$ cat src/rtl/core/line_autokey_shift_cipher_defines.svh
// Assertion macros for the line autokey shift cipher.
`ifndef LINE_AUTOKEY_SHIFT_CIPHER_DEFINES_SVH
`define LINE_AUTOKEY_SHIFT_CIPHER_DEFINES_SVH

`ifndef ASSERT_OFF
// Checks that the consequent holds in the cycle in which the antecedent holds.
`define LAKC_ASSERT_IMPLY(lbl, ante, cons, msg) \
  lbl: assert property (@(posedge clk) disable iff (!rst_n) (ante) |-> (cons)) \
    else $error(msg);
// Checks that an expression never holds.
`define LAKC_ASSERT_NEVER(lbl, expr, msg) \
  lbl: assert property (@(posedge clk) disable iff (!rst_n) !(expr)) \
    else $error(msg);
`else
`define LAKC_ASSERT_IMPLY(lbl, ante, cons, msg)
`define LAKC_ASSERT_NEVER(lbl, expr, msg)
`endif

`endif

$ cat src/rtl/core/lakc_pkg.sv
// Shared constants, types and symbol conversion functions of the line autokey shift cipher.
package lakc_pkg;

  localparam int MAX_LINE = 128;
  localparam int KEY_AW   = $clog2(MAX_LINE);
  localparam int LEN_W    = $clog2(MAX_LINE + 1);
  localparam int SYM_W    = 6;
  localparam int QDEPTH   = 3;
  localparam int QPTR_W   = 2;
  localparam int QCNT_W   = 2;

  localparam logic [7:0] CHR_LC_A  = 8'h61;
  localparam logic [7:0] CHR_LC_Z  = 8'h7A;
  localparam logic [7:0] CHR_UC_A  = 8'h41;
  localparam logic [7:0] CHR_UC_Z  = 8'h5A;
  localparam logic [7:0] CHR_DIG_0 = 8'h30;
  localparam logic [7:0] CHR_DIG_9 = 8'h39;
  localparam logic [7:0] CHR_SPACE = 8'h20;
  localparam logic [7:0] CHR_COMMA = 8'h2C;

  localparam logic [SYM_W-1:0] SYM_LC_LAST  = 6'd25;
  localparam logic [SYM_W-1:0] SYM_UC_BASE  = 6'd26;
  localparam logic [SYM_W-1:0] SYM_UC_LAST  = 6'd51;
  localparam logic [SYM_W-1:0] SYM_DIG_BASE = 6'd52;
  localparam logic [SYM_W-1:0] SYM_DIG_LAST = 6'd61;
  localparam logic [SYM_W-1:0] SYM_SPACE    = 6'd62;
  localparam logic [SYM_W-1:0] SYM_COMMA    = 6'd63;

  typedef enum logic [1:0] {
    REQ_KEY   = 2'd0,
    REQ_TEXT  = 2'd1,
    REQ_EMPTY = 2'd2,
    REQ_NONE  = 2'd3
  } req_t;

  typedef struct packed {
    logic [7:0] out_char;
    logic       last;
    logic       bad;
    logic       ovf;
  } result_t;

  typedef struct packed {
    logic              is_text;
    logic              is_empty;
    logic [SYM_W-1:0]  sym;
    logic              eol;
    logic              bad;
    logic              ovf;
    logic              wr_en;
    logic              wr_bank;
    logic [KEY_AW-1:0] wr_addr;
    logic              rd_bank;
    logic              key_zero;
    logic              fwd_hit;
    logic [SYM_W-1:0]  fwd_data;
  } s1_t;

  // Returns {bad, symbol}; a code outside the alphabet maps to symbol zero.
  function automatic logic [SYM_W:0] to_symbol(input logic [7:0] c);
    logic [7:0] d;
    logic       bad;
    bad = 1'b0;
    d   = '0;
    if (c >= CHR_LC_A && c <= CHR_LC_Z) begin
      d = c - CHR_LC_A;
    end else if (c >= CHR_UC_A && c <= CHR_UC_Z) begin
      d = c - CHR_UC_A + {2'b00, SYM_UC_BASE};
    end else if (c >= CHR_DIG_0 && c <= CHR_DIG_9) begin
      d = c - CHR_DIG_0 + {2'b00, SYM_DIG_BASE};
    end else if (c == CHR_SPACE) begin
      d = {2'b00, SYM_SPACE};
    end else if (c == CHR_COMMA) begin
      d = {2'b00, SYM_COMMA};
    end else begin
      bad = 1'b1;
    end
    return {bad, d[SYM_W-1:0]};
  endfunction

  function automatic logic [7:0] to_char(input logic [SYM_W-1:0] s);
    logic [7:0] r;
    if (s <= SYM_LC_LAST) begin
      r = CHR_LC_A + {2'b00, s};
    end else if (s <= SYM_UC_LAST) begin
      r = CHR_UC_A + {2'b00, s - SYM_UC_BASE};
    end else if (s <= SYM_DIG_LAST) begin
      r = CHR_DIG_0 + {2'b00, s - SYM_DIG_BASE};
    end else if (s == SYM_SPACE) begin
      r = CHR_SPACE;
    end else begin
      r = CHR_COMMA;
    end
    return r;
  endfunction

endpackage

$ cat src/rtl/core/lakc_ram.sv
// Generic single-write, single-read RAM with a registered read port.
module lakc_ram #(
  parameter int WIDTH = 6,
  parameter int DEPTH = 128
) (
  input  logic                     clk,
  input  logic                     we,
  input  logic [$clog2(DEPTH)-1:0] waddr,
  input  logic [WIDTH-1:0]         wdata,
  input  logic [$clog2(DEPTH)-1:0] raddr,
  output logic [WIDTH-1:0]         rdata
);

  logic [WIDTH-1:0] mem [DEPTH];

  always_ff @(posedge clk) begin
    if (we) begin
      mem[waddr] <= wdata;
    end
    rdata <= mem[raddr];
  end

endmodule

$ cat src/rtl/core/line_autokey_shift_cipher.sv
// Top level of the line autokey shift cipher: key stores, control state and result queue.
// A result is registered first in the read stage and then in the queue before it can be taken.
// Throughput: one item per cycle while in_stall is low; the key RAM read of one cycle feeds the shift of the next.
// Results wait in a three-entry queue; input stalls once queue and read stage hold three items.
// Reset (synchronous, rst_n low) clears counters, bank select, load flag and the decrypt bit.
// The two key RAMs are not cleared; only entries below the key length are ever read.
`include "line_autokey_shift_cipher_defines.svh"

module line_autokey_shift_cipher (
  input  logic       clk,
  input  logic       rst_n,
  input  logic       in_valid,
  output logic       in_stall,
  input  logic [1:0] in_req_type,
  input  logic [7:0] in_char_code,
  input  logic       in_end_of_line,
  output logic       out_valid,
  input  logic       out_stall,
  output logic [7:0] out_out_char,
  output logic       out_last_in_line,
  output logic       out_bad_symbol,
  output logic       out_line_overflow,
  input  logic       cfg_valid,
  output logic       cfg_ready,
  input  logic       cfg_decrypt_mode
);

  // Control state. The store select bit names the bank that holds the current key;
  // the other bank collects the plaintext of the line in progress as the next key.
  logic                        decrypt_r;
  logic                        sel_r, sel_nxt;
  logic                        loading_r, loading_nxt;
  logic [lakc_pkg::LEN_W-1:0]  kl_r, kl_nxt;
  logic [lakc_pkg::LEN_W-1:0]  lp_r, lp_nxt;
  logic [lakc_pkg::KEY_AW-1:0] ki_r, ki_nxt;

  // Read stage: holds one item while its key symbol comes out of the RAM.
  lakc_pkg::s1_t               s1_r, s1_nxt;
  logic                        s1_valid_r, s1_valid_nxt;

  // Result queue.
  lakc_pkg::result_t           q_mem_r [lakc_pkg::QDEPTH];
  logic [lakc_pkg::QPTR_W-1:0] q_wptr_r, q_rptr_r;
  logic [lakc_pkg::QCNT_W-1:0] q_count_r;

  logic                        in_accept, q_push, q_pop;
  logic [lakc_pkg::SYM_W:0]    sym_bad;
  logic [lakc_pkg::LEN_W-1:0]  kl_eff, ki_inc, lp_inc;
  logic [lakc_pkg::QCNT_W:0]   occupancy;

  logic [lakc_pkg::SYM_W-1:0]  rdata0, rdata1, rdata_sel, shift, res6, wr_data;
  logic                        we0, we1;
  lakc_pkg::result_t           s1_result;

  // Always ready; the user must write the configuration only while idle; the block does not enforce it.
  assign cfg_ready = 1'b1;

  // The read stage always moves on, so the input stalls once the queue could not take
  // everything already in flight.
  assign occupancy = {1'b0, q_count_r} + {{lakc_pkg::QCNT_W{1'b0}}, s1_valid_r};
  assign in_stall  = (occupancy >= (lakc_pkg::QCNT_W + 1)'(lakc_pkg::QDEPTH));
  assign in_accept = in_valid && !in_stall;

  assign sym_bad = lakc_pkg::to_symbol(in_char_code);
  assign kl_eff  = loading_r ? kl_r : '0;
  assign ki_inc  = lakc_pkg::LEN_W'(ki_r) + lakc_pkg::LEN_W'(1);
  assign lp_inc  = lp_r + lakc_pkg::LEN_W'(1);

  // Transfer stage: update the control state and issue the key read for text symbols.
  always_comb begin
    sel_nxt          = sel_r;
    loading_nxt      = loading_r;
    kl_nxt           = kl_r;
    lp_nxt           = lp_r;
    ki_nxt           = ki_r;
    s1_valid_nxt     = 1'b0;
    s1_nxt.is_text   = 1'b0;
    s1_nxt.is_empty  = 1'b0;
    s1_nxt.sym       = sym_bad[lakc_pkg::SYM_W-1:0];
    s1_nxt.eol       = in_end_of_line;
    s1_nxt.bad       = sym_bad[lakc_pkg::SYM_W];
    s1_nxt.ovf       = 1'b0;
    s1_nxt.wr_en     = 1'b0;
    s1_nxt.wr_bank   = sel_r;
    s1_nxt.wr_addr   = ki_r;
    s1_nxt.rd_bank   = sel_r;
    s1_nxt.key_zero  = (kl_r == '0);
    // The previous item writes the RAM in this cycle; the read issued now would miss it.
    s1_nxt.fwd_hit   = s1_valid_r && s1_r.wr_en && (s1_r.wr_bank == sel_r) &&
                       (s1_r.wr_addr == ki_r);
    s1_nxt.fwd_data  = wr_data;

    if (in_accept) begin
      unique case (lakc_pkg::req_t'(in_req_type))
        lakc_pkg::REQ_KEY: begin
          // A key symbol outside a key load starts a new key and drops a partial line.
          s1_valid_nxt = 1'b1;
          loading_nxt  = !in_end_of_line;
          lp_nxt       = '0;
          ki_nxt       = '0;
          kl_nxt       = kl_eff;
          if (kl_eff < lakc_pkg::LEN_W'(lakc_pkg::MAX_LINE)) begin
            s1_nxt.wr_en   = 1'b1;
            s1_nxt.wr_bank = sel_r;
            s1_nxt.wr_addr = kl_eff[lakc_pkg::KEY_AW-1:0];
            kl_nxt         = kl_eff + lakc_pkg::LEN_W'(1);
          end else begin
            s1_nxt.ovf = 1'b1;
          end
        end
        lakc_pkg::REQ_TEXT: begin
          s1_valid_nxt   = 1'b1;
          loading_nxt    = 1'b0;
          s1_nxt.is_text = 1'b1;
          lp_nxt         = lp_r;
          if (lp_r < lakc_pkg::LEN_W'(lakc_pkg::MAX_LINE)) begin
            s1_nxt.wr_en   = 1'b1;
            s1_nxt.wr_bank = ~sel_r;
            s1_nxt.wr_addr = lp_r[lakc_pkg::KEY_AW-1:0];
            lp_nxt         = lp_inc;
          end else begin
            s1_nxt.ovf = 1'b1;
          end
          if (kl_r != '0) begin
            ki_nxt = (ki_inc >= kl_r) ? '0 : ki_inc[lakc_pkg::KEY_AW-1:0];
          end
          if (in_end_of_line) begin
            // The line just collected becomes the key for the next line.
            sel_nxt = ~sel_r;
            kl_nxt  = lp_nxt;
            lp_nxt  = '0;
            ki_nxt  = '0;
          end
        end
        lakc_pkg::REQ_EMPTY: begin
          s1_valid_nxt    = 1'b1;
          loading_nxt     = 1'b0;
          s1_nxt.is_empty = 1'b1;
          s1_nxt.eol      = 1'b1;
          s1_nxt.bad      = 1'b0;
          sel_nxt         = ~sel_r;
          kl_nxt          = lp_r;
          lp_nxt          = '0;
          ki_nxt          = '0;
        end
        lakc_pkg::REQ_NONE: begin
          // Unused request type: taken and dropped without a result.
          s1_valid_nxt = 1'b0;
        end
        default: begin
          s1_valid_nxt = 1'b0;
        end
      endcase
    end
  end

  // Read stage: shift by the key symbol, form the result and write the store.
  always_comb begin
    rdata_sel = s1_r.rd_bank ? rdata1 : rdata0;
    if (s1_r.key_zero) begin
      shift = '0;
    end else if (s1_r.fwd_hit) begin
      shift = s1_r.fwd_data;
    end else begin
      shift = rdata_sel;
    end
    res6    = decrypt_r ? (s1_r.sym - shift) : (s1_r.sym + shift);
    // The plaintext goes into the next key: the result when decrypting, else the input.
    wr_data = (s1_r.is_text && decrypt_r) ? res6 : s1_r.sym;

    s1_result.out_char = s1_r.is_empty ? 8'h00 :
                         lakc_pkg::to_char(s1_r.is_text ? res6 : s1_r.sym);
    s1_result.last     = s1_r.eol;
    s1_result.bad      = s1_r.bad;
    s1_result.ovf      = s1_r.ovf;
  end

  assign we0 = s1_valid_r && s1_r.wr_en && !s1_r.wr_bank;
  assign we1 = s1_valid_r && s1_r.wr_en &&  s1_r.wr_bank;

  lakc_ram #(
    .WIDTH (lakc_pkg::SYM_W),
    .DEPTH (lakc_pkg::MAX_LINE)
  ) u_bank0 (
    .clk   (clk),
    .we    (we0),
    .waddr (s1_r.wr_addr),
    .wdata (wr_data),
    .raddr (ki_r),
    .rdata (rdata0)
  );

  lakc_ram #(
    .WIDTH (lakc_pkg::SYM_W),
    .DEPTH (lakc_pkg::MAX_LINE)
  ) u_bank1 (
    .clk   (clk),
    .we    (we1),
    .waddr (s1_r.wr_addr),
    .wdata (wr_data),
    .raddr (ki_r),
    .rdata (rdata1)
  );

  // Result queue: every item is pushed in the cycle in which it sits in the read stage.
  assign q_push = s1_valid_r;
  assign q_pop  = out_valid && !out_stall;

  assign out_valid         = (q_count_r != '0);
  assign out_out_char      = q_mem_r[q_rptr_r].out_char;
  assign out_last_in_line  = q_mem_r[q_rptr_r].last;
  assign out_bad_symbol    = q_mem_r[q_rptr_r].bad;
  assign out_line_overflow = q_mem_r[q_rptr_r].ovf;

  always_ff @(posedge clk) begin
    if (!rst_n) begin
      decrypt_r  <= 1'b0;
      sel_r      <= 1'b0;
      loading_r  <= 1'b0;
      kl_r       <= '0;
      lp_r       <= '0;
      ki_r       <= '0;
      s1_valid_r <= 1'b0;
      q_wptr_r   <= '0;
      q_rptr_r   <= '0;
      q_count_r  <= '0;
    end else begin
      if (cfg_valid && cfg_ready) begin
        decrypt_r <= cfg_decrypt_mode;
      end
      sel_r      <= sel_nxt;
      loading_r  <= loading_nxt;
      kl_r       <= kl_nxt;
      lp_r       <= lp_nxt;
      ki_r       <= ki_nxt;
      s1_valid_r <= s1_valid_nxt;
      if (q_push) begin
        q_wptr_r <= (q_wptr_r == lakc_pkg::QPTR_W'(lakc_pkg::QDEPTH - 1)) ?
                    '0 : q_wptr_r + lakc_pkg::QPTR_W'(1);
      end
      if (q_pop) begin
        q_rptr_r <= (q_rptr_r == lakc_pkg::QPTR_W'(lakc_pkg::QDEPTH - 1)) ?
                    '0 : q_rptr_r + lakc_pkg::QPTR_W'(1);
      end
      if (q_push && !q_pop) begin
        q_count_r <= q_count_r + lakc_pkg::QCNT_W'(1);
      end else if (q_pop && !q_push) begin
        q_count_r <= q_count_r - lakc_pkg::QCNT_W'(1);
      end
    end
  end

  // Payload registers need no reset.
  always_ff @(posedge clk) begin
    s1_r <= s1_nxt;
    if (q_push) begin
      q_mem_r[q_wptr_r] <= s1_result;
    end
  end

  `LAKC_ASSERT_NEVER(a_queue_no_overrun,
    q_push && !q_pop && (q_count_r == lakc_pkg::QCNT_W'(lakc_pkg::QDEPTH)),
    "result queue overrun")
  `LAKC_ASSERT_IMPLY(a_key_index_in_range, kl_r != '0,
    lakc_pkg::LEN_W'(ki_r) < kl_r, "key index not below key length")
  `LAKC_ASSERT_NEVER(a_line_pos_in_range,
    (lp_r > lakc_pkg::LEN_W'(lakc_pkg::MAX_LINE)) ||
    (kl_r > lakc_pkg::LEN_W'(lakc_pkg::MAX_LINE)), "line counters beyond store depth")
  `LAKC_ASSERT_IMPLY(a_forward_source, s1_valid_r && s1_r.fwd_hit,
    $past(s1_valid_r) && $past(s1_r.wr_en), "forward without a write one cycle before")

endmodule
$ cat config.mk
export PLATFORM = sky130hd
export DESIGN_NAME = line_autokey_shift_cipher
export DESIGN_NICKNAME = d
export VERILOG_FILES = /design/src/rtl/core/lakc_pkg.sv /design/src/rtl/core/lakc_ram.sv /design/src/rtl/core/line_autokey_shift_cipher.sv
export VERILOG_INCLUDE_DIRS = /design/src /design/src/rtl/core
export SDC_FILE = /design/constraint.sdc
export NUM_CORES = 2
export LEC_CHECK = 0
export BUFFER_PORTS_ARGS = -buffer_cell sky130_fd_sc_hd__buf_2
export CAP_MARGIN = 5
export CELL_PAD_IN_SITES_DETAIL_PLACEMENT = 1
export CELL_PAD_IN_SITES_GLOBAL_PLACEMENT = 2
export CORE_UTILIZATION = 51
export CTS_CLUSTER_DIAMETER = 120
export CTS_CLUSTER_SIZE = 25
export DETAILED_ROUTE_END_ITERATION = 8
export GPL_TIMING_DRIVEN = 0
export PLACE_DENSITY = 0.82
export RECOVER_POWER = 50
export REMOVE_ABC_BUFFERS = 1
export SYNTH_ARGS = -nofsm -noshare
export SYNTH_HDL_FRONTEND = slang
export SYNTH_SLANG_ARGS = --single-unit
export TNS_END_PERCENT = 100
$ cat constraint.sdc
create_clock -name clk -period 19.35 [get_ports clk]
set_clock_uncertainty 0.2 [all_clocks]
set_input_delay 0.9675 -clock clk [delete_from_list [all_inputs] [get_ports clk]]
set_output_delay 0.9675 -clock clk [all_outputs]
set_load 0.05 [all_outputs]
# Word level (Yosys, flattened, before mapping)
# Memories as Yosys holds them, arrays and structs flattened. A register that Yosys moved wholly into a read port is not among the register bits.
# Cells that the tools add are included.
# word_totals
inputBits	17
out_inout_bits	14
ff_bits	62
memories	3
wordCells	166
ramBits	1569
# mem_list
name	depth	width	read_ports	rd_ports_with_merged_regs	wr	line_no	rtl
u_bank0.mem	128	6	1	1	1	lakc_ram.sv:14	logic [WIDTH-1:0] mem [DEPTH];
u_bank1.mem	128	6	1	1	1	lakc_ram.sv:14	
q_mem_r	3	11	1	1	1	line_autokey_shift_cipher.sv:42	lakc_pkg::result_t q_mem_r [lakc_pkg::QDEPTH];
# op_classes
add_sub_neg	20
bitwise_logic	1
n_eq_ne	12
n_lt_le_gt_ge	13
n_reduce_logical	37
mux	57
# ops
operator	n
6-bit two-way mux	11
8-bit two-way mux	8
7-bit two-way mux	4
8-bit case mux with 3 select lines	1
10-bit case mux with 2 select lines	1
9-bit two-way mux	2
6-bit subtractor, second input constant	3
7-bit by 6-bit adder with 8-bit output, first input constant	2
8-bit by 1-bit adder with 8-bit output, second input constant	2
8-bit by 6-bit equality test with 1-bit output, second input constant	2
8-bit by 7-bit >= comparator with 1-bit output, second input constant	2
8-bit by 7-bit <= comparator with 1-bit output, second input constant	2
8-bit less-than comparator, second input constant	2
1-bit two-way mux	16
8-bit case mux with 2 select lines	1
2-bit two-way mux	7
7-bit case mux with 2 select lines	1
1-bit logical AND	13
6-bit <= comparator, second input constant	2
12-bit two-way mux	1
2-bit nonzero test	5
3-bit AND reduction	3
7-bit by 1-bit adder with 8-bit output, second input constant	1
2-bit equality test, second input constant	4
other kinds (32)	44

# Depth between registers and ports, before layout
# depth
word_depth	12
depth_mapped	21
mapped_depth_nobuf	19

# By module
# Synthesis repeated with hierarchy kept, for this count alone.
# hier_totals
hier_cells	3244
area_unflattened_um2	65949.5
# by_module_without_submodules
module	area_each_um2	cells_each	instances	seq_area_each_um2
lakc_ram	29923.7	1271	2	23182.2
line_autokey_shift_cipher	6102.1	702	1	2272.2

# Worst setup path before layout
# OpenSTA, ideal clock, no wires.
# synth_timing
path_type	register to register
from	register s1_r[8] (netlist name)
to	memory u_bank0.mem[0][4], data pin
synth_period_minus_slack_ns	14.354
setup_time_ns	2.198
path_buffers	1
path_stages_with_launch	13
t_required_ns	16.952
arrival_ns	11.956
slack_ns	4.996
path_cell_list	dfxtp_1 -> buf_4 -> mux2i_1 -> nand2_1 -> o211ai_1 -> ha_1 -> nor2_1 -> xnor2_1 -> ha_1 -> a21oi_1 -> o21bai_1 -> xnor2_1 -> o21ai_0
# synth_lines
element	line_no	rtl
start: declaration	line_autokey_shift_cipher.sv:38	lakc_pkg::s1_t s1_r, s1_nxt;
start signal: assignment	line_autokey_shift_cipher.sv:255	s1_r <= s1_nxt;
end: declaration	lakc_ram.sv:14	

==> flow_summary_export.csv <==
group,metric,value,unit
final_layout,nNetsFinal,3256,
setup_path,worstSetupPathType,"register to register",
global_routing,track_usage,23.5,%
power_and_ir_drop,p_sw_share,21.9,%
min_path,whs_path_depth,0,
detailed_routing,viasPerCell,6.44,
floorplan,die_x,361,um
setup_path,r2r_start,"s1_r[8]$_DFF_P_",
synth,ys.flop_type,"edfxtp_1",
sta,fmax,0.132,GHz
status,outcome,"finished, violations left",
synth,yosys_warnings,0,
floorplan,fp-row-count,131,
min_path,hold_start,"sel_r$_SDFFE_PN0P_",
clock_network,tritoncts,"done",
setup_path,r2r_end,"u_bank1.mem[120][0]$_DFFE_PP_",
power_and_ir_drop,seqPwrFrac,64.0,%
power_and_ir_drop,combPwrFrac,7.1,%
power_and_ir_drop,powerDensity,88.0,nW/um2
placed_design,gp_congestion,0.818,
final_layout,layout_commonest_cell,"edfxtp_1",
clock_network,clockRootBuffer,"clkbuf_16",
detailed_routing,totalWireLength,151,mm
flow_run,maxCapViolCount,18,
placed_design,hpwl,100,mm
sta,grt_setup_unrepaired,"no",
synth,synth_area,65800,um2
floorplan,core-area,128000,um2
global_routing,grt_pass1_vias,32900,
clock_network,clk_latency,720,ps
synth,synthArstFlopShare,0,%
clock_network,cts_resized,0,
power_and_ir_drop,max-vdd-ir-drop,0.0630,mV
power_and_ir_drop,power.switching,1.36,mW
detailed_routing,drc,0,
clock_network,cts_buffers,76,
clock_network,clock-sinks,1645,
sta,maxSlewViolCount,501,
synth,synth.avg_cell_area,20.5,um2
global_routing,grt-ovfl-total,0,
sta,hold_slack,253,ps
power_and_ir_drop,p_int,4.85,mW
synth,ys_seq_area_share,73.9,%
floorplan,die_h,361,um
synth,synth_edf_count,1569,
detailed_routing,vias,31400,
detailed_routing,drt_first_pass_iters,5,
sta,finalCritPeriodShare,39.2,%
global_routing,grt_pass1_wl,225,mm
setup_path,reg2reg_slack,11760,ps
clock_network,cts.clk_slew.worst_paths,110,ps
global_routing,grt_max_degree,163,
detailed_routing,ant_nets,0,
min_path,holdPathEnd,"s1_r[8]$_DFF_P_",
floorplan,start_util,51.5,%
setup_path,worstPathRequired,19440,ps
setup_path,rr_worst_depth,9,
status,violations,"max-capacitance violations, max-slew violations",
setup_path,cp-end-kind,"register",
setup_path,path_max_fanout,36,
clock_network,hold_buffers,0,
final_layout,drive_above_1_share,21.3,%
placed_design,dpl.cell_count,4773,
power_and_ir_drop,clkPwrFrac,28.9,%
synth,synth_top_area_share,71.6,%
placed_design,port_buffers,29,
setup_path,arrival,7680,ps
floorplan,io_pins,31,
synth,syn_inst,3211,
synth,synth.largest_area_cell,"edfxtp_1",
sta,max-slew-margin-rel,-133,%
final_layout,syn_to_final_growth,7.17,%
clock_network,cts_buffer_depth,3,
global_routing,antenna_found_initial,5,
sta,tightest_slew,3500,ps
sta,min_period,7590,ps
synth,synth_cell_types,69,
detailed_routing,drt_iter0_markers,3486,
detailed_routing,wire_per_inst,31.0,um
final_layout,fin_cells,4875,
power_and_ir_drop,leakagePower,20.7,nW
min_path,hp-class,"register to register",
sta,final-setup-viol-count,0,
sta,hold_viol_final,0,
synth,ys_ff_latch,1645,
clock_network,htreeDepth,3,
final_layout,final_cell_mix,"1,569 x edfxtp_1, 504 x mux4_2, 315 x nor2_1",
setup_path,start_kind,"register",
synth,synth_area_leaders,"edfxtp_1 72%, mux4_2 17%, dfxtp_1 2.3%, nor2_1 1.8%, ha_1 0.87%",
clock_network,postCtsSetupRepairBufs,0,
floorplan,die_area,130000,um2
[flip-flops by register name, indices dropped and copies added, names as in the netlist, 2 cells and up, named ones only]
| signal | cells |
|---|---|
| u_bank0.mem | 768 |
| u_bank1.rdata | 6 |
| ki_r | 7 |
| kl_r | 8 |
| q_mem_r | 33 |
| q_wptr_r | 2 |
| q_count_r | 2 |
| q_rptr_r | 2 |
| lp_r | 8 |
| u_bank1.mem | 768 |
| u_bank0.rdata | 6 |
| s1_r | 29 |
[metal layers]
layer  share of wire [%]  up-vias  track usage, %
li1                    -    13000               -
met5                   0        -               0
met3                 7.1      148            3.15
met1                  41    17000            33.7
met4                 2.1        0            6.10
met2                  50     1210            38.6
[Yosys cell counts (13+ instances only)]
library cell	instances
ha_1	46
buf_2	32
mux2_2	16
xnor2_1	25
clkbuf_1	110
inv_1	39
nand3_1	24
buf_1	27
nor3_1	17
mux4_2	504
a21oi_1	48
mux2i_1	23
o21ai_0	44
buf_4	13
dfxtp_1	76
edfxtp_1	1569
nand2_1	89
nor2b_1	18
nor2_1	315
[power groups by stage]
stage               registers [mW]  clock network (mW)  logic [mW]
global route                  3.98                1.92       0.475
global placement              4.17                   0       0.418
floorplan                     4.11                   0       0.307
finish                        3.97                1.80       0.438
CTS                           3.97                1.83       0.452
detailed placement            4.05                   0       0.451
[cells by family (layout without fill, tap and decap cells)]
group / count (synthesis) / count (layout) / share of synthesized area [%]
adder cells (fa/ha/maj): 47 / 47 / 0.905
buffers and inverters: 225 / 226 / 1.46
multiplexers: 543 / 543 / 17.9
AND/OR/NAND/NOR: 525 / 525 / 3.43
AO/OA/AOI/OAI: 188 / 188 / 1.90
XOR/XNOR: 37 / 37 / 0.493
flip-flops: 1645 / 1645 / 73.9
other: 1 / 2 / 0.00570
[how the worst max path moves through the flow]
stage / from / to / slack (ps) / cells past startpoint
6_report: s1_r[8]$_DFF_P_ / u_bank1.mem[120][0]$_DFFE_PP_ / 11760 / 9
4_1_cts: s1_r[8]$_DFF_P_ / q_mem_r[2][7]$_DFFE_PP_ / 13710 / 19
5_1_grt: s1_r[8]$_DFF_P_ / u_bank1.mem[120][0]$_DFFE_PP_ / 11310 / 9
3_5_place_dp: s1_r[8]$_DFF_P_ / q_mem_r[1][7]$_DFFE_PP_ / 13750 / 19
2_1_floorplan: ki_r[0]$_SDFFE_PN0P_ / ki_r[0]$_SDFFE_PN0P_ / 670 / 8
3_3_place_gp: s1_r[8]$_DFF_P_ / u_bank1.mem[54][4]$_DFFE_PP_ / -6760 / 11
[area by class of cell]
| class | count | area (um2) |
|---|---|---|
| fill | 10800 | 57200 |
| sequential | 1645 | 48700 |
| multi-input combinational | 1341 | 16200 |
| tap | 1662 | 2080 |
| clock buffer | 91 | 2020 |
| timing repair buffer | 89 | 1290 |
| inverter | 39 | 146 |
| clock inverter | 7 | 83.8 |
| antenna | 1 | 2.50 |
[stage by stage]
step	setup WS, ps	TNS (ps)	power (mW)	area (um2)	util [%]
5_1_grt	11310	0	6.37	70500	55.2
2_1_floorplan	673	0	4.42	65000	-
3_3_place_gp	-6760	-4998730	4.59	67200	52.6
6_report	11760	0	6.21	70500	55.2
3_5_place_dp	13750	0	4.50	68700	53.8
4_1_cts	13710	0	6.25	70800	55.5
[worst max-delay path, cell delays in order (launching register included)]
cell and delay, ps:
dfxtp_1 650, mux2i_1 420, nand2_1 90, o211ai_1 160, inv_1 120, ha_1 320
o21ai_0 1450, clkbuf_1 1110, clkbuf_1 1390, clkbuf_1 1200
Note: power is estimated with default switching activity, not from simulation.
